$ cat src/rtl/core/assert_macros.svh
// assertion macros used by the decode sequencer (rcd_back)
`ifndef ASSERT_MACROS_SVH
`define ASSERT_MACROS_SVH

// clocked check, held off while in reset
`define RCD_ASSERT(label, prop, msg) \
  label: assert property (@(posedge clk) disable iff (!rst_n) prop) else $error(msg);

// clocked implication check, held off while in reset
`define RCD_ASSERT_IMP(label, ante, cons, msg) \
  label: assert property (@(posedge clk) disable iff (!rst_n) (ante) |-> (cons)) \
    else $error(msg);

`endif

$ cat src/rtl/core/rcd_pkg.sv
// shared types, codes and helpers for the record column decoder
`default_nettype none
package rcd_pkg;

  typedef struct packed {
    logic [7:0] payload_byte;
    logic       payload_last;
  } in_item_t;

  typedef struct packed {
    logic [4:0]         column_index;
    logic [2:0]         column_kind;
    logic signed [63:0] column_value;
    logic [7:0]         content_byte;
    logic               content_valid;
    logic               column_done;
    logic               row_done;
    logic [2:0]         row_status;
  } out_item_t;

  typedef struct packed {
    logic empty;
    logic full;
  } q_stat_t;

  // column kinds
  localparam logic [2:0] KIND_NULL   = 3'd0;
  localparam logic [2:0] KIND_INT    = 3'd1;
  localparam logic [2:0] KIND_REAL   = 3'd2;
  localparam logic [2:0] KIND_TEXT   = 3'd3;
  localparam logic [2:0] KIND_BLOB   = 3'd4;
  localparam logic [2:0] KIND_STATUS = 3'd5;

  // row status codes
  localparam logic [2:0] STAT_OK         = 3'd0;
  localparam logic [2:0] STAT_HDR_BEYOND = 3'd1;
  localparam logic [2:0] STAT_BAD_VARINT = 3'd2;
  localparam logic [2:0] STAT_RESERVED   = 3'd3;
  localparam logic [2:0] STAT_BODY_SHORT = 3'd4;
  localparam logic [2:0] STAT_TOO_MANY   = 3'd5;

  localparam logic [5:0] MAX_RESULTS = 6'd32;

  // body width in bytes of serial types 0..7
  function automatic logic [3:0] ser_width(input logic [2:0] t);
    logic [3:0] w;
    case (t)
      3'd0:    w = 4'd0;
      3'd1:    w = 4'd1;
      3'd2:    w = 4'd2;
      3'd3:    w = 4'd3;
      3'd4:    w = 4'd4;
      3'd5:    w = 4'd6;
      default: w = 4'd8;
    endcase
    return w;
  endfunction

  // sign extension of a big-endian integer of serial type t
  function automatic logic [63:0] int_sext(input logic [63:0] v, input logic [2:0] t);
    logic [63:0] r;
    case (t)
      3'd1:    r = {{56{v[7]}}, v[7:0]};
      3'd2:    r = {{48{v[15]}}, v[15:0]};
      3'd3:    r = {{40{v[23]}}, v[23:0]};
      3'd4:    r = {{32{v[31]}}, v[31:0]};
      3'd5:    r = {{16{v[47]}}, v[47:0]};
      default: r = v;
    endcase
    return r;
  endfunction

endpackage
`default_nettype wire

$ cat src/rtl/core/rcd_front.sv
// two-entry input queue in front of the decode sequencer
`default_nettype none
module rcd_front
  import rcd_pkg::*;
(
  input  wire logic     clk,
  input  wire logic     rst_n,
  input  wire logic     push,
  input  wire in_item_t push_item,
  output q_stat_t       stat,
  input  wire logic     pop,
  output in_item_t      head
);

  in_item_t   mem_r [2];
  logic       wptr_r, rptr_r;
  logic [1:0] cnt_r;
  logic       do_push, do_pop;

  assign stat.empty = (cnt_r == 2'd0);
  assign stat.full  = (cnt_r == 2'd2);
  assign do_push    = push && !stat.full;
  assign do_pop     = pop && !stat.empty;
  assign head       = mem_r[rptr_r];

  // pointers and fill count
  always_ff @(posedge clk) begin
    if (!rst_n) begin
      wptr_r <= 1'b0;
      rptr_r <= 1'b0;
      cnt_r  <= 2'd0;
    end else begin
      if (do_push) wptr_r <= !wptr_r;
      if (do_pop) rptr_r <= !rptr_r;
      cnt_r <= cnt_r + 2'(do_push) - 2'(do_pop);
    end
  end

  // entry storage
  always_ff @(posedge clk) begin
    if (do_push) mem_r[wptr_r] <= push_item;
  end

endmodule
`default_nettype wire

$ cat src/rtl/core/rcd_outq.sv
// two-entry result queue behind the decode sequencer
`default_nettype none
module rcd_outq
  import rcd_pkg::*;
(
  input  wire logic      clk,
  input  wire logic      rst_n,
  input  wire logic      push,
  input  wire out_item_t push_item,
  output q_stat_t        stat,
  input  wire logic      pop,
  output out_item_t      head
);

  out_item_t  mem_r [2];
  logic       wptr_r, rptr_r;
  logic [1:0] cnt_r;
  logic       do_push, do_pop;

  assign stat.empty = (cnt_r == 2'd0);
  assign stat.full  = (cnt_r == 2'd2);
  assign do_push    = push && !stat.full;
  assign do_pop     = pop && !stat.empty;
  assign head       = mem_r[rptr_r];

  // pointers and fill count
  always_ff @(posedge clk) begin
    if (!rst_n) begin
      wptr_r <= 1'b0;
      rptr_r <= 1'b0;
      cnt_r  <= 2'd0;
    end else begin
      if (do_push) wptr_r <= !wptr_r;
      if (do_pop) rptr_r <= !rptr_r;
      cnt_r <= cnt_r + 2'(do_push) - 2'(do_pop);
    end
  end

  // entry storage
  always_ff @(posedge clk) begin
    if (do_push) mem_r[wptr_r] <= push_item;
  end

endmodule
`default_nettype wire

$ cat src/rtl/core/rcd_back.sv
// decode sequencer: header varints, type store, body walk and result emission
`default_nettype none
`include "assert_macros.svh"
module rcd_back
  import rcd_pkg::*;
#(
  parameter int MAX_COLUMNS       = 32,
  parameter int MAX_PAYLOAD_BYTES = 67108864
) (
  input  wire logic     clk,
  input  wire logic     rst_n,
  input  wire q_stat_t  iq_stat,
  input  wire in_item_t iq_head,
  output logic          iq_pop,
  input  wire q_stat_t  oq_stat,
  output logic          oq_push,
  output out_item_t     oq_item
);

  localparam int PW = $clog2(MAX_PAYLOAD_BYTES + 1);
  localparam int CW = $clog2(MAX_COLUMNS + 1);
  localparam int IW = (MAX_COLUMNS > 1) ? $clog2(MAX_COLUMNS) : 1;

  typedef enum logic [2:0] {
    PH_HSIZE, PH_TYPES, PH_BODY, PH_COMPLETE, PH_ERROR
  } phase_t;

  typedef enum logic [1:0] {
    ST_PROC, ST_OPEN, ST_END, ST_FLUSH
  } seq_t;

  phase_t         ph_r, ph_nxt;
  seq_t           st_r, st_nxt;
  logic [PW-1:0]  pos_r, pos_nxt;
  logic [63:0]    acc_r, acc_nxt;
  logic [3:0]     cnt_r, cnt_nxt;
  logic [PW-1:0]  hl_r, hl_nxt;
  logic [CW-1:0]  tw_r, tw_nxt;
  logic [CW-1:0]  cur_r, cur_nxt;
  logic [PW-1:0]  bl_r, bl_nxt;
  logic [63:0]    va_r, va_nxt;
  logic [2:0]     stat_r, stat_nxt;
  logic           last_r, last_nxt;
  logic [5:0]     ecnt_r, ecnt_nxt;
  logic           pend_valid_r, pend_valid_nxt;
  out_item_t      pend_r, pend_nxt;

  logic [31:0]    store [MAX_COLUMNS];
  logic           we;
  logic [31:0]    wdata;

  // step-local signals
  logic           go, last_cur, failed;
  logic [5:0]     ecnt_base;
  logic [7:0]     b;
  logic [63:0]    fa;
  logic           fdone;
  logic [3:0]     fcnt;
  logic [PW-1:0]  pos_inc, blm;
  logic [31:0]    tcur;
  logic [30:0]    len;
  logic [63:0]    va_new;
  logic [6:0]     cur7;
  logic [4:0]     idx, idx_sat;
  logic           emit;
  out_item_t      e_item;

  // type store read at the column cursor
  always_comb begin
    tcur = 32'd0;
    if (cur_r < CW'(MAX_COLUMNS)) tcur = store[cur_r[IW-1:0]];
  end

  assign cur7    = 7'(cur_r);
  assign idx     = cur7[4:0];
  assign idx_sat = (cur7 > 7'd31) ? 5'd31 : cur7[4:0];
  assign b       = iq_head.payload_byte;
  assign go      = !oq_stat.full;

  // varint byte feed
  always_comb begin
    if (cnt_r < 4'd8) begin
      fa    = {acc_r[56:0], b[6:0]};
      fdone = !b[7];
    end else begin
      fa    = {acc_r[55:0], b};
      fdone = 1'b1;
    end
    fcnt = cnt_r + 4'd1;
  end

  assign pos_inc = pos_r + PW'(1);
  assign blm     = (bl_r != '0) ? bl_r - PW'(1) : '0;
  assign va_new  = {va_r[55:0], b};
  assign len     = 31'((tcur - (tcur[0] ? 32'd13 : 32'd12)) >> 1);

  // sequencer next state
  always_comb begin
    ph_nxt         = ph_r;
    st_nxt         = st_r;
    pos_nxt        = pos_r;
    acc_nxt        = acc_r;
    cnt_nxt        = cnt_r;
    hl_nxt         = hl_r;
    tw_nxt         = tw_r;
    cur_nxt        = cur_r;
    bl_nxt         = bl_r;
    va_nxt         = va_r;
    stat_nxt       = stat_r;
    last_nxt       = last_r;
    pend_valid_nxt = pend_valid_r;
    pend_nxt       = pend_r;
    iq_pop         = 1'b0;
    oq_push        = 1'b0;
    oq_item        = '0;
    we             = 1'b0;
    wdata          = '0;
    emit           = 1'b0;
    failed         = 1'b0;
    e_item         = '0;
    e_item.row_status = stat_r;
    last_cur       = last_r;
    ecnt_base      = (st_r == ST_PROC) ? 6'd0 : ecnt_r;
    ecnt_nxt       = ecnt_r;

    unique case (st_r)
      // one payload byte per cycle while a byte is queued and the result queue has room
      ST_PROC: begin
        if (!iq_stat.empty && go) begin
          iq_pop   = 1'b1;
          last_cur = iq_head.payload_last;
          last_nxt = iq_head.payload_last;
          ecnt_nxt = 6'd0;
          st_nxt   = iq_head.payload_last ? ST_END : ST_PROC;
          unique case (ph_r)
            PH_HSIZE: begin
              pos_nxt = pos_inc;
              acc_nxt = fa;
              cnt_nxt = fcnt;
              if (fdone) begin
                acc_nxt = '0;
                cnt_nxt = '0;
                if (fa > 64'(MAX_PAYLOAD_BYTES)) begin
                  failed = 1'b1;
                  e_item.row_status = STAT_HDR_BEYOND;
                end else begin
                  hl_nxt = fa[PW-1:0];
                  ph_nxt = (fa <= 64'(pos_inc)) ? PH_COMPLETE : PH_TYPES;
                end
              end
            end
            PH_TYPES: begin
              pos_nxt = pos_inc;
              acc_nxt = fa;
              cnt_nxt = fcnt;
              if (fdone) begin
                acc_nxt = '0;
                cnt_nxt = '0;
                if (tw_r >= CW'(MAX_COLUMNS)) begin
                  failed = 1'b1;
                  e_item.row_status = STAT_TOO_MANY;
                end else begin
                  we     = 1'b1;
                  wdata  = (fa[63:32] != 32'd0) ? 32'hFFFF_FFFF : fa[31:0];
                  tw_nxt = tw_r + CW'(1);
                end
              end
              if (!failed && pos_inc >= hl_r) begin
                if (!fdone) begin
                  failed = 1'b1;
                  e_item.row_status = STAT_BAD_VARINT;
                end else begin
                  ph_nxt  = PH_BODY;
                  cur_nxt = '0;
                  st_nxt  = ST_OPEN;
                end
              end
            end
            PH_BODY: begin
              if (tcur >= 32'd12) begin
                emit                 = 1'b1;
                e_item.column_index  = idx;
                e_item.column_kind   = tcur[0] ? KIND_TEXT : KIND_BLOB;
                e_item.content_byte  = b;
                e_item.content_valid = 1'b1;
                e_item.column_done   = (bl_r == PW'(1));
              end else begin
                va_nxt = va_new;
              end
              bl_nxt = blm;
              if (blm == '0) begin
                if (tcur < 32'd12) begin
                  emit                = 1'b1;
                  e_item.column_index = idx;
                  e_item.column_kind  = (tcur == 32'd7) ? KIND_REAL : KIND_INT;
                  e_item.column_value = int_sext(va_new, tcur[2:0]);
                  e_item.column_done  = 1'b1;
                end
                cur_nxt = cur_r + CW'(1);
                st_nxt  = ST_OPEN;
              end
            end
            default: begin
            end
          endcase
        end
      end
      // one header-only column per cycle while the result queue has room
      ST_OPEN: begin
        if (go) begin
          if (cur_r < tw_r && cur_r < CW'(MAX_COLUMNS)) begin
            if (tcur == 32'd0) begin
              emit                = 1'b1;
              e_item.column_index = idx;
              e_item.column_kind  = KIND_NULL;
              e_item.column_done  = 1'b1;
              cur_nxt             = cur_r + CW'(1);
            end else if (tcur <= 32'd7) begin
              bl_nxt = PW'(ser_width(tcur[2:0]));
              va_nxt = '0;
              st_nxt = last_r ? ST_END : ST_PROC;
            end else if (tcur <= 32'd9) begin
              emit                = 1'b1;
              e_item.column_index = idx;
              e_item.column_kind  = KIND_INT;
              e_item.column_value = 64'(tcur[0]);
              e_item.column_done  = 1'b1;
              cur_nxt             = cur_r + CW'(1);
            end else if (tcur < 32'd12) begin
              failed = 1'b1;
              e_item.row_status = STAT_RESERVED;
              st_nxt = last_r ? ST_END : ST_PROC;
            end else if (len > 31'(MAX_PAYLOAD_BYTES)) begin
              failed = 1'b1;
              e_item.row_status = STAT_BODY_SHORT;
              st_nxt = last_r ? ST_END : ST_PROC;
            end else if (len == 31'd0) begin
              emit                = 1'b1;
              e_item.column_index = idx;
              e_item.column_kind  = tcur[0] ? KIND_TEXT : KIND_BLOB;
              e_item.column_done  = 1'b1;
              cur_nxt             = cur_r + CW'(1);
            end else begin
              bl_nxt = len[PW-1:0];
              st_nxt = last_r ? ST_END : ST_PROC;
            end
          end else begin
            ph_nxt = PH_COMPLETE;
            st_nxt = last_r ? ST_END : ST_PROC;
          end
        end
      end
      // final byte: truncation status or a status-only item
      ST_END: begin
        if (go) begin
          st_nxt = ST_FLUSH;
          if (ph_r == PH_HSIZE) begin
            failed = 1'b1;
            e_item.row_status = STAT_BAD_VARINT;
          end else if (ph_r == PH_TYPES) begin
            failed = 1'b1;
            e_item.row_status = STAT_HDR_BEYOND;
          end else if (ph_r == PH_BODY) begin
            failed = 1'b1;
            e_item.row_status = STAT_BODY_SHORT;
          end else if (ecnt_r == 6'd0) begin
            emit                = 1'b1;
            e_item.column_index = idx_sat;
            e_item.column_kind  = KIND_STATUS;
          end
        end
      end
      // release the held item with row_done and clear the row
      ST_FLUSH: begin
        if (go) begin
          oq_push          = pend_valid_r;
          oq_item          = pend_r;
          oq_item.row_done = 1'b1;
          pend_valid_nxt   = 1'b0;
          st_nxt           = ST_PROC;
          ph_nxt           = PH_HSIZE;
          pos_nxt          = '0;
          acc_nxt          = '0;
          cnt_nxt          = '0;
          hl_nxt           = '0;
          tw_nxt           = '0;
          cur_nxt          = '0;
          bl_nxt           = '0;
          va_nxt           = '0;
          stat_nxt         = STAT_OK;
        end
      end
      default: begin
      end
    endcase

    // error: latch status and emit a status-only item
    if (failed) begin
      stat_nxt            = e_item.row_status;
      ph_nxt              = PH_ERROR;
      emit                = 1'b1;
      e_item.column_index = idx_sat;
      e_item.column_kind  = KIND_STATUS;
    end

    // item delivery, held back one item on the final byte for row_done
    if (emit) begin
      if (ecnt_base < MAX_RESULTS) begin
        ecnt_nxt = ecnt_base + 6'd1;
        if (!last_cur) begin
          oq_push = 1'b1;
          oq_item = e_item;
        end else begin
          oq_push        = pend_valid_r;
          oq_item        = pend_r;
          pend_nxt       = e_item;
          pend_valid_nxt = 1'b1;
        end
      end
    end
  end

  // state and control registers
  always_ff @(posedge clk) begin
    if (!rst_n) begin
      ph_r         <= PH_HSIZE;
      st_r         <= ST_PROC;
      pos_r        <= '0;
      acc_r        <= '0;
      cnt_r        <= '0;
      hl_r         <= '0;
      tw_r         <= '0;
      cur_r        <= '0;
      bl_r         <= '0;
      va_r         <= '0;
      stat_r       <= STAT_OK;
      last_r       <= 1'b0;
      ecnt_r       <= '0;
      pend_valid_r <= 1'b0;
    end else begin
      ph_r         <= ph_nxt;
      st_r         <= st_nxt;
      pos_r        <= pos_nxt;
      acc_r        <= acc_nxt;
      cnt_r        <= cnt_nxt;
      hl_r         <= hl_nxt;
      tw_r         <= tw_nxt;
      cur_r        <= cur_nxt;
      bl_r         <= bl_nxt;
      va_r         <= va_nxt;
      stat_r       <= stat_nxt;
      last_r       <= last_nxt;
      ecnt_r       <= ecnt_nxt;
      pend_valid_r <= pend_valid_nxt;
    end
  end

  // held item payload
  always_ff @(posedge clk) begin
    pend_r <= pend_nxt;
  end

  // type store write
  always_ff @(posedge clk) begin
    if (we) store[tw_r[IW-1:0]] <= wdata;
  end

  `RCD_ASSERT_IMP(a_no_overflow, oq_push, !oq_stat.full, "result pushed into a full queue")
  `RCD_ASSERT_IMP(a_pop_valid, iq_pop, !iq_stat.empty, "byte taken from an empty queue")
  `RCD_ASSERT_IMP(a_flush_pend, st_r == ST_FLUSH, pend_valid_r, "final byte left no item")
  `RCD_ASSERT_IMP(a_cursor, ph_r == PH_BODY, cur_r <= tw_r, "body walk past stored types")

endmodule
`default_nettype wire

$ cat src/rtl/core/record_column_decoder_unit.sv
// top level of the record column decoder
//
//   channel   direction  handshake            payload
//   in_       input      in_push / in_full    in_item   (payload byte, last flag)
//   out_      output     out_pop / out_empty  out_item  (one column item)
//
// A byte that ends the header or a column sends the sequencer on to
// look at the next column, opening each null, constant or empty
// text/blob column on the way; the final byte of a row then passes
// through the end and flush states.
// Bytes and results each pass a two-entry queue, so either side may stall
// on its own; the sequencer waits while the result queue is full.
// Reset (rst_n low at a clock edge) empties both queues and clears the row.
`default_nettype none
module record_column_decoder_unit
  import rcd_pkg::*;
#(
  parameter int MAX_COLUMNS       = 32,
  parameter int MAX_PAYLOAD_BYTES = 67108864
) (
  input  wire logic     clk,
  input  wire logic     rst_n,
  input  wire logic     in_push,
  output logic          in_full,
  input  wire in_item_t in_item,
  output logic          out_empty,
  input  wire logic     out_pop,
  output out_item_t     out_item
);

  q_stat_t   iq_stat, oq_stat;
  in_item_t  iq_head;
  logic      iq_pop, oq_push;
  out_item_t oq_item;

  assign in_full   = iq_stat.full;
  assign out_empty = oq_stat.empty;

  // input byte queue
  rcd_front u_front (
    .clk       (clk),
    .rst_n     (rst_n),
    .push      (in_push),
    .push_item (in_item),
    .stat      (iq_stat),
    .pop       (iq_pop),
    .head      (iq_head)
  );

  // decode sequencer
  rcd_back #(
    .MAX_COLUMNS       (MAX_COLUMNS),
    .MAX_PAYLOAD_BYTES (MAX_PAYLOAD_BYTES)
  ) u_back (
    .clk     (clk),
    .rst_n   (rst_n),
    .iq_stat (iq_stat),
    .iq_head (iq_head),
    .iq_pop  (iq_pop),
    .oq_stat (oq_stat),
    .oq_push (oq_push),
    .oq_item (oq_item)
  );

  // result queue
  rcd_outq u_outq (
    .clk       (clk),
    .rst_n     (rst_n),
    .push      (oq_push),
    .push_item (oq_item),
    .stat      (oq_stat),
    .pop       (out_pop),
    .head      (out_item)
  );

endmodule
`default_nettype wire

$ cat config.mk
export PLATFORM = sky130hd
export DESIGN_NAME = record_column_decoder_unit
export DESIGN_NICKNAME = d
export VERILOG_FILES = /design/src/rtl/core/rcd_pkg.sv /design/src/rtl/core/rcd_front.sv /design/src/rtl/core/rcd_outq.sv /design/src/rtl/core/rcd_back.sv /design/src/rtl/core/record_column_decoder_unit.sv
export VERILOG_INCLUDE_DIRS = /design/src /design/src/rtl/core
export SDC_FILE = /design/constraint.sdc
export NUM_CORES = 2
export LEC_CHECK = 0
export BUFFER_PORTS_ARGS = -buffer_cell sky130_fd_sc_hd__clkbuf_2
export CORE_MARGIN = 2
export CORE_UTILIZATION = 47
export CTS_BUF_LIST = sky130_fd_sc_hd__clkbuf_8
export DETAILED_ROUTE_END_ITERATION = 8
export GPL_TIMING_DRIVEN = 0
export HOLD_SLACK_MARGIN = 0.03
export MAX_ROUTING_LAYER = met4
export PLACE_DENSITY = 0.71
export SYNTH_ARGS = -nofsm -noshare
export SYNTH_HDL_FRONTEND = slang
export SYNTH_SLANG_ARGS = --single-unit
$ cat constraint.sdc
create_clock -name clk -period 27.2 [get_ports clk]
set_clock_uncertainty 0.05 [all_clocks]
set_input_delay 5.44 -clock clk [delete_from_list [all_inputs] [get_ports clk]]
set_output_delay 5.44 -clock clk [all_outputs]
set_load 0.05 [all_outputs]
==> flow_summary_export.csv <==
group,metric,value,unit
outcome,outcome,"complete, no violations",
pwr,switching_share,0.341,
sta,drv_slew,0,
drt,drc,0,
sta,period_needed,9.45,ns
worst_setup_path,critical_path_class,"register to register",
cts,root_buffer,"clkbuf_8",
drt,finalWirelength,188,mm
global_routing,grt_first_pass_wirelength,273,mm
pwr,clockPowerShare,0.290,
worst_setup_path,start_kind,"register",
sta,max_freq,106,MHz
global_routing,grt_pass1_vias,40700,
synth,yosys_warnings,0,
worst_setup_path,end_kind,"register",
floorplanning,rows,136,
pwr,pwr-share-seq,0.441,
floorplanning,initial_core_util,0.474,
cts,cts_max_level,4,
synth,synth_edf_count,1299,
global_routing,track_usage,0.271,
sta,setup_tns,0,ns
pwr,switchingPower,2.17,mW
worst_setup_path,arrival,10.03,ns
pwr,internal-power,4.19,mW
cells_and_area,fillerInstances,11000,
synth,synth_nets,4458,
cells_and_area,fin_nets,4885,
cells_and_area,final_common_cell,"edfxtp_1",
sta,finalCritPeriodShare,0.348,
cts,cts_buffer_depth,3,
cts,insertion_delay,0.98,ns
cts,path_clk_slew,0.06,ns
cts,cts_hold_buffers,0,
cts,post_cts_buffers,0,
worst_hold_path,hold_path.class,"register to register",
cts,clkSinkCount,1540,
pwr,leakagePower,25.5,nW
place,hpwl,129,mm
cts,cts_tree,"built",
global_routing,antenna_found_initial,2,
synth,synth_top_family_by_area,"multiplexers",
cells_and_area,finish.instance_area,74700,um2
floorplanning,die_y,377,um
pwr,pwr-share-comb,0.268,
floorplanning,die_w,377,um
synth,synth.yosys.seq_area_share,0.671,
sta,worst_pin_slew,1.44,ns
sta,report.final.hold_viol_count,0,
cts,cts_resized,0,
synth,synth_fa_ha_area_frac,0.0147,
place,gp_congestion,0.916,
synth,synthCells,4368,
cells_and_area,drive_above_1_share,0.203,
drt,first_pass_iters,6,
synth,avgSynthCellArea,15.0,um2
synth,synth-async-reset-ratio,0,
floorplanning,coreArea,138000,um2
cells_and_area,area_growth_syn_to_layout,14.3,%
global_routing,grt-ovfl-total,0,
synth,ys_ff_latch,1540,
worst_setup_path,critPathRequiredTime,27.78,ns
place,postPlaceCellArea,70200,um2
drt,drt.antenna.violating_nets,0,
pwr,irDropWorstVdd,0.0792,mV
synth,syn_area,65400,um2
synth,synth_cell_types,95,
synth,synthMuxAreaShare,0.124,
synth,yosys.area_share.simple,0.0749,
cells_and_area,final_cell_mix,"1299 x edfxtp_1, 394 x nor2_1, 243 x a21oi_1",
sta,grt_setup_unrepaired,"no",
flow_run,maxCapViolations,0,
floorplanning,ios,101,
sta,slew_headroom,0.0287,
synth,ys.flop_type,"edfxtp_1",
pwr,power_density,85.1,nW/um2
global_routing,grt_start_max_net_pins,33,
sta,setup_viol,0,
floorplanning,die_area,142000,um2
synth,synth-xor-area-share,0.00965,
cts,numCtsBuffers,235,
worst_setup_path,cp_max_fo,14,
drt,drt-initial-drc-count,5231,
drt,vias,42000,
drt,viasPerCell,6.18,
drt,wl_per_cell,27.7,um
place,portBuffers,99,
synth,synth_compound_area_frac,0.0800,
path summary, 6_finish.rpt:
check | start | cells past startpoint | slack (ns) | end
setup / recovery | register | 26 | 17.75 | u_back.pend_r[73]
hold / removal | u_back.acc_r[56] | 2 | 0.42 | u_back.acc_r[56]
setup reg to reg | register | 26 | 17.75 | u_back.pend_r[73]
hold reg to reg | u_back.acc_r[56] | 2 | 0.42 | u_back.acc_r[56]
logic make-up after synthesis:
family / after synthesis
compound gates: 761
xor+xnor: 72
fa+ha+maj: 77
buf+inv: 390
flops: 1540
mux: 516
simple gates: 1012
state kept, by name (all words and copies together), names as in the netlist, 3 cells and up, named ones only:
register / flops
u_back.store: 1024
u_back.pend_r: 85
u_front.mem_r: 18
u_back.ph_r: 3
u_back.ecnt_r: 6
u_back.hl_r: 27
u_outq.mem_r: 172
u_back.tw_r: 6
u_back.cnt_r: 4
u_back.cur_r: 6
u_back.bl_r: 27
u_back.pos_r: 27
u_back.stat_r: 3
u_back.acc_r: 57
u_back.va_r: 56
area by class of cell:
class | count | area, um2 | area share
Antenna cell | 2 | 5.00 | 0.0000670
Buffer | 264 | 1240 | 0.0166
Clock buffer | 241 | 3320 | 0.0444
Clock inverter | 195 | 1180 | 0.0157
Inverter | 126 | 475 | 0.00637
Multi-Input combinational cell | 2438 | 20300 | 0.272
Sequential cell | 1540 | 43800 | 0.587
Tap cell | 1794 | 2240 | 0.0301
Timing Repair Buffer | 190 | 2100 | 0.0281
layer usage:
layer  share of wire  wire length, um  up-vias  global-route usage
met5               0                0        -                   -
met4           0.045             8520        0               0.110
met3            0.11            19900      523              0.0646
met2            0.47            88600     2543               0.425
met1            0.38            70600    21000               0.340
li1                -                -    17900                   -
stage by stage:
stage	utilization	hold slack (ns)	cells	power, mW	setup slack, ns
floorplan	-	0.386	4368	4.03	15.40
global placement	0.494	0.404	6261	4.51	10.01
detailed placement	0.509	0.409	6352	4.54	17.90
CTS	0.542	0.417	6788	6.37	17.79
global route	0.542	0.439	6790	6.60	17.44
finish	0.542	0.423	6790	6.36	17.75
synth_stat cells, types with 22 or more instances:
library cell,n,area [um2]
edfxtp_1,1299,39000
nor2_1,426,1600
a21oi_1,275,1380
dfxtp_1,241,4820
mux4_2,224,5040
mux2i_1,195,1950
clkbuf_1,158,593
nand2_1,149,559
inv_1,122,458
nor3_1,108,541
a22o_1,94,823
mux2_2,94,1060
a211oi_1,79,593
ha_1,77,963
nand3_1,69,345
buf_2,51,255
nor3b_1,49,368
o21ai_0,46,230
nor2b_1,39,244
xnor2_1,39,342
nand4_1,35,219
xor2_1,33,289
nor4_1,29,181
buf_4,26,195
a21o_1,25,188
a22oi_1,22,165
and3_1,22,138
power groups by stage:
| stage | logic [mW] | registers (mW) | clock network [mW] |
|---|---|---|---|
| floorplan | 1.16 | 2.87 | 0 |
| global placement | 1.61 | 2.90 | 0 |
| detailed placement | 1.69 | 2.85 | 0 |
| CTS | 1.70 | 2.81 | 1.87 |
| global route | 1.82 | 2.82 | 1.97 |
| finish | 1.71 | 2.81 | 1.85 |
critical path, cell delays in order (launching register included):
cell and delay, ns:
dfxtp_1 0.47, buf_4 0.40, buf_6 0.29, buf_4 0.29
buf_4 0.37, buf_2 0.47, mux4_2 0.58, mux4_2 0.50
mux2i_1 0.52, nor2_1 0.33, inv_1 0.32, ha_1 0.25
nor2_1 0.08, o21ai_1 0.52, mux2_1 0.38, o22a_1 0.24
or2_2 0.33, nor4_4 0.44, a41o_1 0.38, nor3_2 0.10
buf_4 0.20, buf_6 0.15, nor3_2 0.63, buf_6 0.24
buf_6 0.18, buf_6 0.19, buf_6 0.18
Power figures use the tool's default switching activity.
